==> config.mk <==
export PLATFORM = sky130hd
export DESIGN_NAME = spi_command_framer
export DESIGN_NICKNAME = d
export VERILOG_FILES = /design/src/rtl/core/scf_pkg.sv /design/src/rtl/core/scf_frame_step.sv /design/src/rtl/core/spi_command_framer.sv
export SDC_FILE = /design/constraint.sdc
export NUM_CORES = 1
export LEC_CHECK = 0
export BUFFER_PORTS_ARGS = -buffer_cell sky130_fd_sc_hd__buf_2
export CAP_MARGIN = 5
export CORE_MARGIN = 2
export CORE_UTILIZATION = 40
export CTS_BUF_LIST = sky130_fd_sc_hd__clkbuf_16
export CTS_CLUSTER_SIZE = 28
export DETAILED_ROUTE_END_ITERATION = 6
export PLACE_DENSITY = 0.67
export SETUP_SLACK_MARGIN = 0.3
export SYNTH_ARGS = -nofsm -noshare
export SYNTH_HDL_FRONTEND = slang
export SYNTH_SLANG_ARGS = --single-unit
==> constraint.sdc <==
create_clock -name clk_i -period 3.8 [get_ports clk_i]
set_clock_uncertainty 0.1 [all_clocks]
set_input_delay 0.19 -clock clk_i [delete_from_list [all_inputs] [get_ports clk_i]]
set_output_delay 0.19 -clock clk_i [all_outputs]
set_load 0.01 [all_outputs]
==> src/rtl/core/scf_pkg.sv <==
// Package of the SPI command framer: opcode table, widths and shared types.
package scf_pkg;

  localparam int unsigned ByteW = 8;
  localparam int unsigned IdxW  = 7;

  // Opcodes with a payload other than one byte.
  localparam logic [ByteW-1:0] OpU = 8'h75;
  localparam logic [ByteW-1:0] OpV = 8'h76;
  localparam logic [ByteW-1:0] OpS = 8'h73;
  localparam logic [ByteW-1:0] OpK = 8'h6B;
  localparam logic [ByteW-1:0] OpC = 8'h63;
  localparam logic [ByteW-1:0] OpT = 8'h74;
  localparam logic [ByteW-1:0] OpB = 8'h62;

  localparam logic [IdxW-1:0] LenDefault = 7'd1;
  localparam logic [IdxW-1:0] LenU       = 7'd3;
  localparam logic [IdxW-1:0] LenV       = 7'd4;
  localparam logic [IdxW-1:0] LenSkc     = 7'd5;
  localparam logic [IdxW-1:0] LenT       = 7'd6;
  localparam logic [IdxW-1:0] LenB       = 7'd65;

  typedef struct packed {
    logic [IdxW-1:0]  bytes_seen;
    logic [IdxW-1:0]  expected_last;
    logic [ByteW-1:0] held_opcode;
  } state_t;

  typedef struct packed {
    logic [ByteW-1:0] reply_byte;
    logic [IdxW-1:0]  byte_index;
    logic             frame_done;
    logic [IdxW-1:0]  payload_length;
    logic [ByteW-1:0] opcode;
  } result_t;

  // Payload length that follows an opcode; unknown codes take one byte.
  function automatic logic [IdxW-1:0] payload_for(logic [ByteW-1:0] op);
    logic [IdxW-1:0] len;
    case (op) inside
      OpU:           len = LenU;
      OpV:           len = LenV;
      OpS, OpK, OpC: len = LenSkc;
      OpT:           len = LenT;
      OpB:           len = LenB;
      default:       len = LenDefault;
    endcase
    return len;
  endfunction

endpackage

==> src/rtl/core/scf_frame_step.sv <==
// Per-byte framing logic: result fields and next framer state for one item.
module scf_frame_step (
  input  logic [scf_pkg::ByteW-1:0] rx_byte_i,
  input  scf_pkg::state_t           state_i,
  output scf_pkg::state_t           state_o,
  output scf_pkg::result_t          result_o
);

  logic [scf_pkg::IdxW-1:0]  idx;
  logic [scf_pkg::IdxW-1:0]  exp_last;
  logic [scf_pkg::ByteW-1:0] op;
  logic                      done;

  always_comb begin
    idx = state_i.bytes_seen;
    // Latch opcode and its length on the first byte of a message.
    if (idx == '0) begin
      op       = rx_byte_i;
      exp_last = scf_pkg::payload_for(rx_byte_i);
    end else begin
      op       = state_i.held_opcode;
      exp_last = state_i.expected_last;
    end
    done = (idx == exp_last);

    state_o.held_opcode   = op;
    state_o.expected_last = exp_last;
    state_o.bytes_seen    = done ? '0 : scf_pkg::IdxW'(idx + 1'b1);

    result_o.reply_byte     = done ? op : rx_byte_i;
    result_o.byte_index     = idx;
    result_o.frame_done     = done;
    result_o.payload_length = done ? idx : '0;
    result_o.opcode         = op;
  end

endmodule

==> src/rtl/core/spi_command_framer.sv <==
// Top level of the SPI command framer: input register, framing step, result register.
//
// The framer takes one received SPI byte per item and returns one result item per
// byte. The first byte of a message is an opcode; a fixed table gives how many bytes
// follow it (u: 3, v: 4, s/k/c: 5, t: 6, b: 65, every other code: 1). Each result
// carries the byte's index in its message (opcode at 0), the current opcode, and a
// reply byte that echoes the received byte. On the last byte of a message frame_done
// is high, payload_length gives the number of bytes after the opcode, the reply byte
// is the opcode, and the framer rearms so the next byte starts a new message.
// Throughput is one item per cycle while no held result stalls the input. A byte
// waits in the input register until it can move on; its result item is then loaded into
// the result register and shown on the outputs. The framing state advances as
// an item moves from the input register into the result register. A held result
// stalls the input only once the input register is also full, so up to two items
// can be waiting inside while the receiver holds off.
module spi_command_framer (
  input  logic                      clk_i,
  input  logic                      rst_ni,
  // Input channel
  input  logic                      in_valid_i,
  output logic                      in_stall_o,
  input  logic [scf_pkg::ByteW-1:0] rx_byte_i,
  // Result channel
  output logic                      out_valid_o,
  input  logic                      out_stall_i,
  output logic [scf_pkg::ByteW-1:0] reply_byte_o,
  output logic [scf_pkg::IdxW-1:0]  byte_index_o,
  output logic                      frame_done_o,
  output logic [scf_pkg::IdxW-1:0]  payload_length_o,
  output logic [scf_pkg::ByteW-1:0] opcode_o
);

  // Input register
  logic                      in_valid_q, in_valid_d;
  logic [scf_pkg::ByteW-1:0] rx_q;

  // Framing state
  scf_pkg::state_t state_q, state_d;

  // Result register
  logic             out_valid_q, out_valid_d;
  scf_pkg::result_t res_q, res_d;

  logic in_accept;
  logic advance;

  // Move an item forward when the result register is empty or being drained.
  assign advance    = in_valid_q && (!out_valid_q || !out_stall_i);
  assign in_stall_o = in_valid_q && !advance;
  assign in_accept  = in_valid_i && !in_stall_o;

  scf_frame_step u_step (
    .rx_byte_i (rx_q),
    .state_i   (state_q),
    .state_o   (state_d),
    .result_o  (res_d)
  );

  always_comb begin
    in_valid_d = in_valid_q;
    if (in_accept) begin
      in_valid_d = 1'b1;
    end else if (advance) begin
      in_valid_d = 1'b0;
    end

    out_valid_d = out_valid_q;
    if (advance) begin
      out_valid_d = 1'b1;
    end else if (!out_stall_i) begin
      out_valid_d = 1'b0;
    end
  end

  // Control state and framing state
  always_ff @(posedge clk_i or negedge rst_ni) begin
    if (!rst_ni) begin
      in_valid_q  <= 1'b0;
      out_valid_q <= 1'b0;
      state_q     <= '0;
    end else begin
      in_valid_q  <= in_valid_d;
      out_valid_q <= out_valid_d;
      // Advance the framer exactly once per item, in order.
      if (advance) begin
        state_q <= state_d;
      end
    end
  end

  // Payload registers: hold while stalled, load on transfer.
  always_ff @(posedge clk_i) begin
    if (in_accept) begin
      rx_q <= rx_byte_i;
    end
    if (advance) begin
      res_q <= res_d;
    end
  end

  assign out_valid_o      = out_valid_q;
  assign reply_byte_o     = res_q.reply_byte;
  assign byte_index_o     = res_q.byte_index;
  assign frame_done_o     = res_q.frame_done;
  assign payload_length_o = res_q.payload_length;
  assign opcode_o         = res_q.opcode;

endmodule

==> results of run 1 <==
cell type report:
cell class / count / area, µm² / area share
tap: 77 / 96.3 / 0.0288
timing repair buffer: 55 / 328 / 0.0981
multi-input combinational: 125 / 865 / 0.259
sequential: 63 / 1770 / 0.530
clock inverter: 7 / 32.5 / 0.00974
clock buffer: 9 / 225 / 0.0674
inverter: 6 / 22.5 / 0.00674
worst reg2reg max path: cells and delay by family (launching register included):
| kind | cells | cell delay (ns) |
|---|---|---|
| mux | 1 | 0.38 |
| simple gates | 4 | 1.45 |
| buf+inv | 1 | 0.20 |
| fa+ha+maj | 1 | 0.19 |
| flops | 1 | 0.47 |
what timing repair did:
item                                    4_1_cts  5_1_grt
resized for setup                             0        1
endpoints found under the setup margin        0        3
endpoints found under the hold margin        33        0
hold buffers                                 10        0
registers in the layout (all words and copies together), names as in the netlist:
signal and flops:
byte_index_o 7, frame_done_o 1, in_valid_q 1, opcode_o 8
out_valid_o 1, payload_length_o 7, reply_byte_o 8, rx_q 8
state_q 22
metrics by stage:
step | power [mW] | hold slack, ns | cell area (µm²) | setup WS [ns] | std cells
floorplan | 1.63 | -0.206 | 2700 | 1.12 | 203
global placement | 1.79 | 0.113 | 2980 | 0.697 | 316
detailed placement | 1.81 | 0.115 | 2980 | 0.579 | 316
CTS | 2.52 | 0.0124 | 3340 | 0.502 | 342
global route | 2.66 | 0.0388 | 3340 | 0.504 | 342
finish | 2.50 | 0.0272 | 3340 | 0.760 | 342
logic make-up (layout without fill, tap and decap cells):
family,after synthesis,count (layout)
mux,15,15
xor+xnor,11,11
flops,63,63
compound gates,17,17
simple gates,80,80
buf+inv,15,77
fa+ha+maj,2,2
power by group:
part | leakage [nW] | internal (mW) | switching (mW) | total, mW
sequential | 0.686 | 0.951 | 0.114 | 1.07
combinational | 0.605 | 0.323 | 0.417 | 0.741
clock | 0.133 | 0.428 | 0.264 | 0.692
layer usage:
| layer | wire (µm) | track usage | vias up | share of wire |
|---|---|---|---|---|
| li1 | - | - | 841 | - |
| met1 | 2250 | 0.196 | 821 | 0.46 |
| met2 | 2280 | 0.211 | 54 | 0.47 |
| met3 | 264 | 0.0346 | 7 | 0.054 |
| met4 | 98 | 0.0909 | 0 | 0.020 |
| met5 | 0 | 0 | - | 0 |
cell usage after synthesis, drive strengths merged, types with 2 or more instances:
| cell type | count |
|---|---|
| o211ai | 2 |
| nand2 | 34 |
| dfrtp | 24 |
| nor3 | 6 |
| a211oi | 2 |
| xor2 | 6 |
| nand2b | 2 |
| clkbuf | 5 |
| nor2 | 13 |
| xnor2 | 5 |
| nand3 | 3 |
| and2 | 9 |
| mux2 | 15 |
| ha | 2 |
| o21ai | 6 |
| o31ai | 2 |
| buf | 4 |
| nand4 | 4 |
| inv | 6 |
| edfxtp | 39 |
path summary, 6_finish.rpt:
kind | start | endpoint | slack, ns
setup / recovery | state_q[15] | reply_byte_o[1] | 0.76
min in group asynchronous | rst_ni | state_q[19] | 0.30
hold / removal | out_stall_i | out_valid_o | 0.03
setup reg to reg | state_q[15] | reply_byte_o[1] | 0.76
max in group asynchronous | rst_ni | state_q[5] | 2.92
hold reg to reg | state_q[1] | state_q[1] | 0.39
==> impl_metrics.toml, run 1 <==
[grt]
grt_overflow = 0
grt_pass1_wl_um = 8050
grt_pass1_vias = 1631
grtUsageTotal = 0.145
antenna_found_initial = 0
grt_max_degree = 39

[hold_path]
hold_path.class = "input port to register"
hold_depth = 3

[yosys]
synth_edf_count = 39
yosys.area.top_type = "edfxtp_1"
synth_fa_ha_area_frac = 0.00927
ys_seq_elements = 63
synth_top_family_by_area = "simple AND/OR/NAND/NOR gates"
syn_area_um2 = 2700
synth.distinct_cells = 41
ys_seq_area_frac = 0.656
postSynthAreaPerCell_um2 = 13.3
synthArstFlopShare = 0.381
synth_top_area_share = 0.434
muxShareOfSynthArea = 0.0695
synth_cells = 203
synth_ff_type = "edfxtp_1"
synthesis.nets = 217
yosys_warnings = 0
synth-compound-area-share = 0.0450
synth_xor_area_frac = 0.0357
synth_area_leaders = "edfxtp_1 (43%), dfrtp_1 (22%), nand2_1 (4.7%), mux2_2 (2.9%), mux2_4 (2.8%)"
synthSimpleGateAreaFrac = 0.159

[clock_tree]
cts_buffer_depth = 2
htree_levels = 3
clk_pin_slew_ns = 0.05
cts-root-buf = "clkbuf_16"
cts_made_buffers = 9
cts_setup_buffers = 0
cts.sinks = 63
cts_tree = "yes"
clock_latency_ns = 0.32

[setup_path]
path_cells = "inv_1 > ha_1 > nand4b_1 > nor3_1 > nor3_4 > nor2_4 > mux2_1"
worstSetupPathType = "register to register"
crit_slowest_cell = "nor3_1"
end_kind = "register"
crit_path_max_fanout = 13
critPathMaxStageDelay_ns = 0.56
timing.critical_path.from_type = "register"
critPathBufInv = 1
cp_data_required_time_ns = 3.76
crit_arrival_ns = 3.00
path_delay_family = "simple AND/OR/NAND/NOR gates"
r2r_cells = 7
cp.depth = 7

[route]
antenna_left = 0
wl_um = 4890
num_vias = 1723
wl_per_cell_um = 14.3
drt-vias-per-instance = 5.04
drtIter0Drc = 180
firstDrtPassIters = 4
drc = 0

[timing]
max_slew_margin = 0.565
tightestPinTransition_ns = 0.650
finalSetupTns_ns = 0
setup_viol = 0
fin_crit_ns = 3.04
rsz0062_at_grt = "false"
hold_violations = 0
drv_slew = 0
fmax_mhz = 329
fin_crit_sh = 0.800

[run]
drv_cap = 0

[placement]
port_buffers = 44
dp_hpwl_um = 3280
gp_congestion = 0.943

[floorplanning]
design.die.area_um2 = 7420
coreArea_um2 = 6420
start_util = 0.420
rows = 29
io_pins = 45
die_w_um = 86.1
die_y_um = 86.1

[run_status]
status = "complete, no violations"

[finish]
drive_above_1_share = 0.287
final_nets = 274
finalCoreUtilization = 0.520
mostFrequentLayoutCell = "buf_2"
diodes = 0
final_cell_mix = "buf_2 (44), edfxtp_1 (39), nand2_1 (34)"
num-fill-cells = 536
synthToLayoutAreaGrowth_pct = 23.8

[pwr]
ir_drop_uv = 328
pwr_density_cell_nw_per_um2 = 748
p_leak_nw = 1.42
No activity file was read; power rests on OpenSTA's default activity.
==> run 2, diff against run 1 <==
clock period = 3.1 ns   (was 3.8 ns; I/O delays follow)
==> run 2 against run 1 <==
  * Sequential share of layout area is 1.6 points lower
  * Fmax grew 17%
  * Final cell count rose by 1.5%
  * Critical path depth up 1
  * Global-route usage increased by 1.0 points
  * Core utilization rose by 1.7 points
  * Hold slack better by 0.23 ns
==> impl_metrics.toml, run 2 (same netlist as run 1, synthesis figures left out) <==
[pwr]
pwr_density_cell_nw_per_um2 = 955
p_comb_frac = 0.293
swShare = 0.301
p_clk_frac = 0.310
power_switching_uw = 993
seqPwrFrac = 0.397
ir_drop_uv = 365
p_leak_nw = 1.48
intPower_mw = 2.30

[route]
antenna_left = 0
drc = 0
firstDrtPassIters = 4
num_vias = 1750
drtIter0Drc = 179
wl_um = 5050
wl_per_cell_um = 14.6
drt-vias-per-instance = 5.04

[grt]
grt_pass1_vias = 1786
antenna_found_initial = 0
grtUsageTotal = 0.156
grt_overflow = 0
grt_pass1_wl_um = 8630
grt_max_degree = 29

[finish]
regMostFlops = "state_q"
largest_register_ffs = 22
final_nets = 279
synthToLayoutAreaGrowth_pct = 27.9
num-fill-cells = 541
mostFrequentLayoutCell = "buf_2"
diodes = 0
drive_above_1_share = 0.315
final_cell_mix = "buf_2 (44), edfxtp_1 (39), nand2_1 (34)"

[clock_tree]
htree_levels = 3
clk_pin_slew_ns = 0.05
clock_latency_ns = 0.32
cts_tree = "yes"
cts.sinks = 63
cts_made_buffers = 9
cts-root-buf = "clkbuf_16"
cts_buffer_depth = 2

[timing]
rsz0062_at_grt = "false"
fin_crit_sh = 0.842
fin_crit_ns = 2.61
max_slew_margin = 0.516
tightestPinTransition_ns = 0.724
setup_slack_ns = 0.491
fmax_mhz = 383
hold_violations = 0
setup_viol = 0
finalSetupTns_ns = 0
drv_slew = 0

[floorplanning]
die_y_um = 86.1
die_w_um = 86.1
rows = 29
design.die.area_um2 = 7420
io_pins = 45
coreArea_um2 = 6420
start_util = 0.420

[setup_path]
end_kind = "register"
crit_arrival_ns = 2.58
worstSetupPathType = "register to register"
cp_data_required_time_ns = 3.07
crit_path_max_fanout = 13
timing.critical_path.from_type = "register"

[placement]
port_buffers = 44
gp_congestion = 0.916
dp_slack_ns = 0.365
dp_hpwl_um = 3390

[run_status]
status = "complete, no violations"

[run]
drv_cap = 0

[hold_path]
hold_path.class = "input port to async pin"
-- run 2: cell count changes in the layout (fill, tap and decap cells not counted), moves of 2 or more --
cell / change
bufinv_16: +2
dfrtp_1: -2
dfrtp_2: +2
buf_4: +4
-- run 2: per-stage QoR --
| stage | cells | utilization | hold WS [ns] | cell area, µm² | total power [mW] |
|---|---|---|---|---|---|
| 3_3_place_gp | 318 | 0.466 | 0.0788 | 2990 | 2.22 |
| 3_5_place_dp | 318 | 0.466 | 0.0825 | 2990 | 2.25 |
| 5_1_grt | 347 | 0.538 | 0.343 | 3450 | 3.51 |
| 6_report | 347 | 0.538 | 0.261 | 3450 | 3.30 |
| 2_1_floorplan | 203 | - | -0.241 | 2700 | 2.00 |
| 4_1_cts | 345 | 0.531 | 0.282 | 3410 | 3.29 |
-- run 2: cell type report --
type | count | area [µm²] | area share
clock inverters | 7 | 81.3 | 0.0236
flip-flops and latches | 63 | 1770 | 0.514
clock buffers | 9 | 225 | 0.0652
inverters | 6 | 22.5 | 0.00652
well taps | 77 | 96.3 | 0.0279
multi-input cells | 125 | 885 | 0.256
repair buffers | 60 | 368 | 0.107
-- run 2: worst max-delay path: stages, from the launching register on --
cell	delay [ns]
dfrtp_2	0.44
inv_1	0.14
ha_1	0.23
and4b_2	0.33
nor4_4	0.37
nor3_4	0.10
nor2_2	0.08
buf_4	0.21
mux2_1	0.33
-- run 2: worst paths after layout --
path | cells after the start | slack, ns | endpoint | startpoint
max in group asynchronous | 2 | 2.23 | state_q[16] | rst_ni
max reg2reg | 8 | 0.49 | reply_byte_o[0] | state_q[15]
min in group clk_i | 2 | 0.40 | state_q[1] | state_q[1]
min | 2 | 0.26 | state_q[12] | rst_ni
max | 8 | 0.49 | reply_byte_o[0] | state_q[15]
min reg2reg | 2 | 0.40 | state_q[1] | state_q[1]
-- run 2: repair_timing --
item / CTS / global route
endpoints found under the setup margin: 0 / 22
hold buffers: 11 / 0
buffers inserted: 0 / 2
gates resized for setup: 0 / 6
endpoints found under the hold margin: 34 / 0
-- run 2: metal layers --
layer / vias to the layer above / wire [µm] / global-route usage
li1: 847 / - / -
met1: 835 / 2360 / 0.199
met2: 59 / 2350 / 0.238
met3: 9 / 251 / 0.0395
met4: 0 / 97 / 0.0924
met5: - / 0 / 0
-- run 2: power groups by stage --
stage / Combinational, mW / Sequential (mW) / Clock (mW)
4_1_cts: 0.942 / 1.30 / 1.04
3_5_place_dp: 0.927 / 1.32 / 0
5_1_grt: 1.08 / 1.34 / 1.08
2_1_floorplan: 0.677 / 1.32 / 0
6_report: 0.967 / 1.31 / 1.02
3_3_place_gp: 0.907 / 1.31 / 0
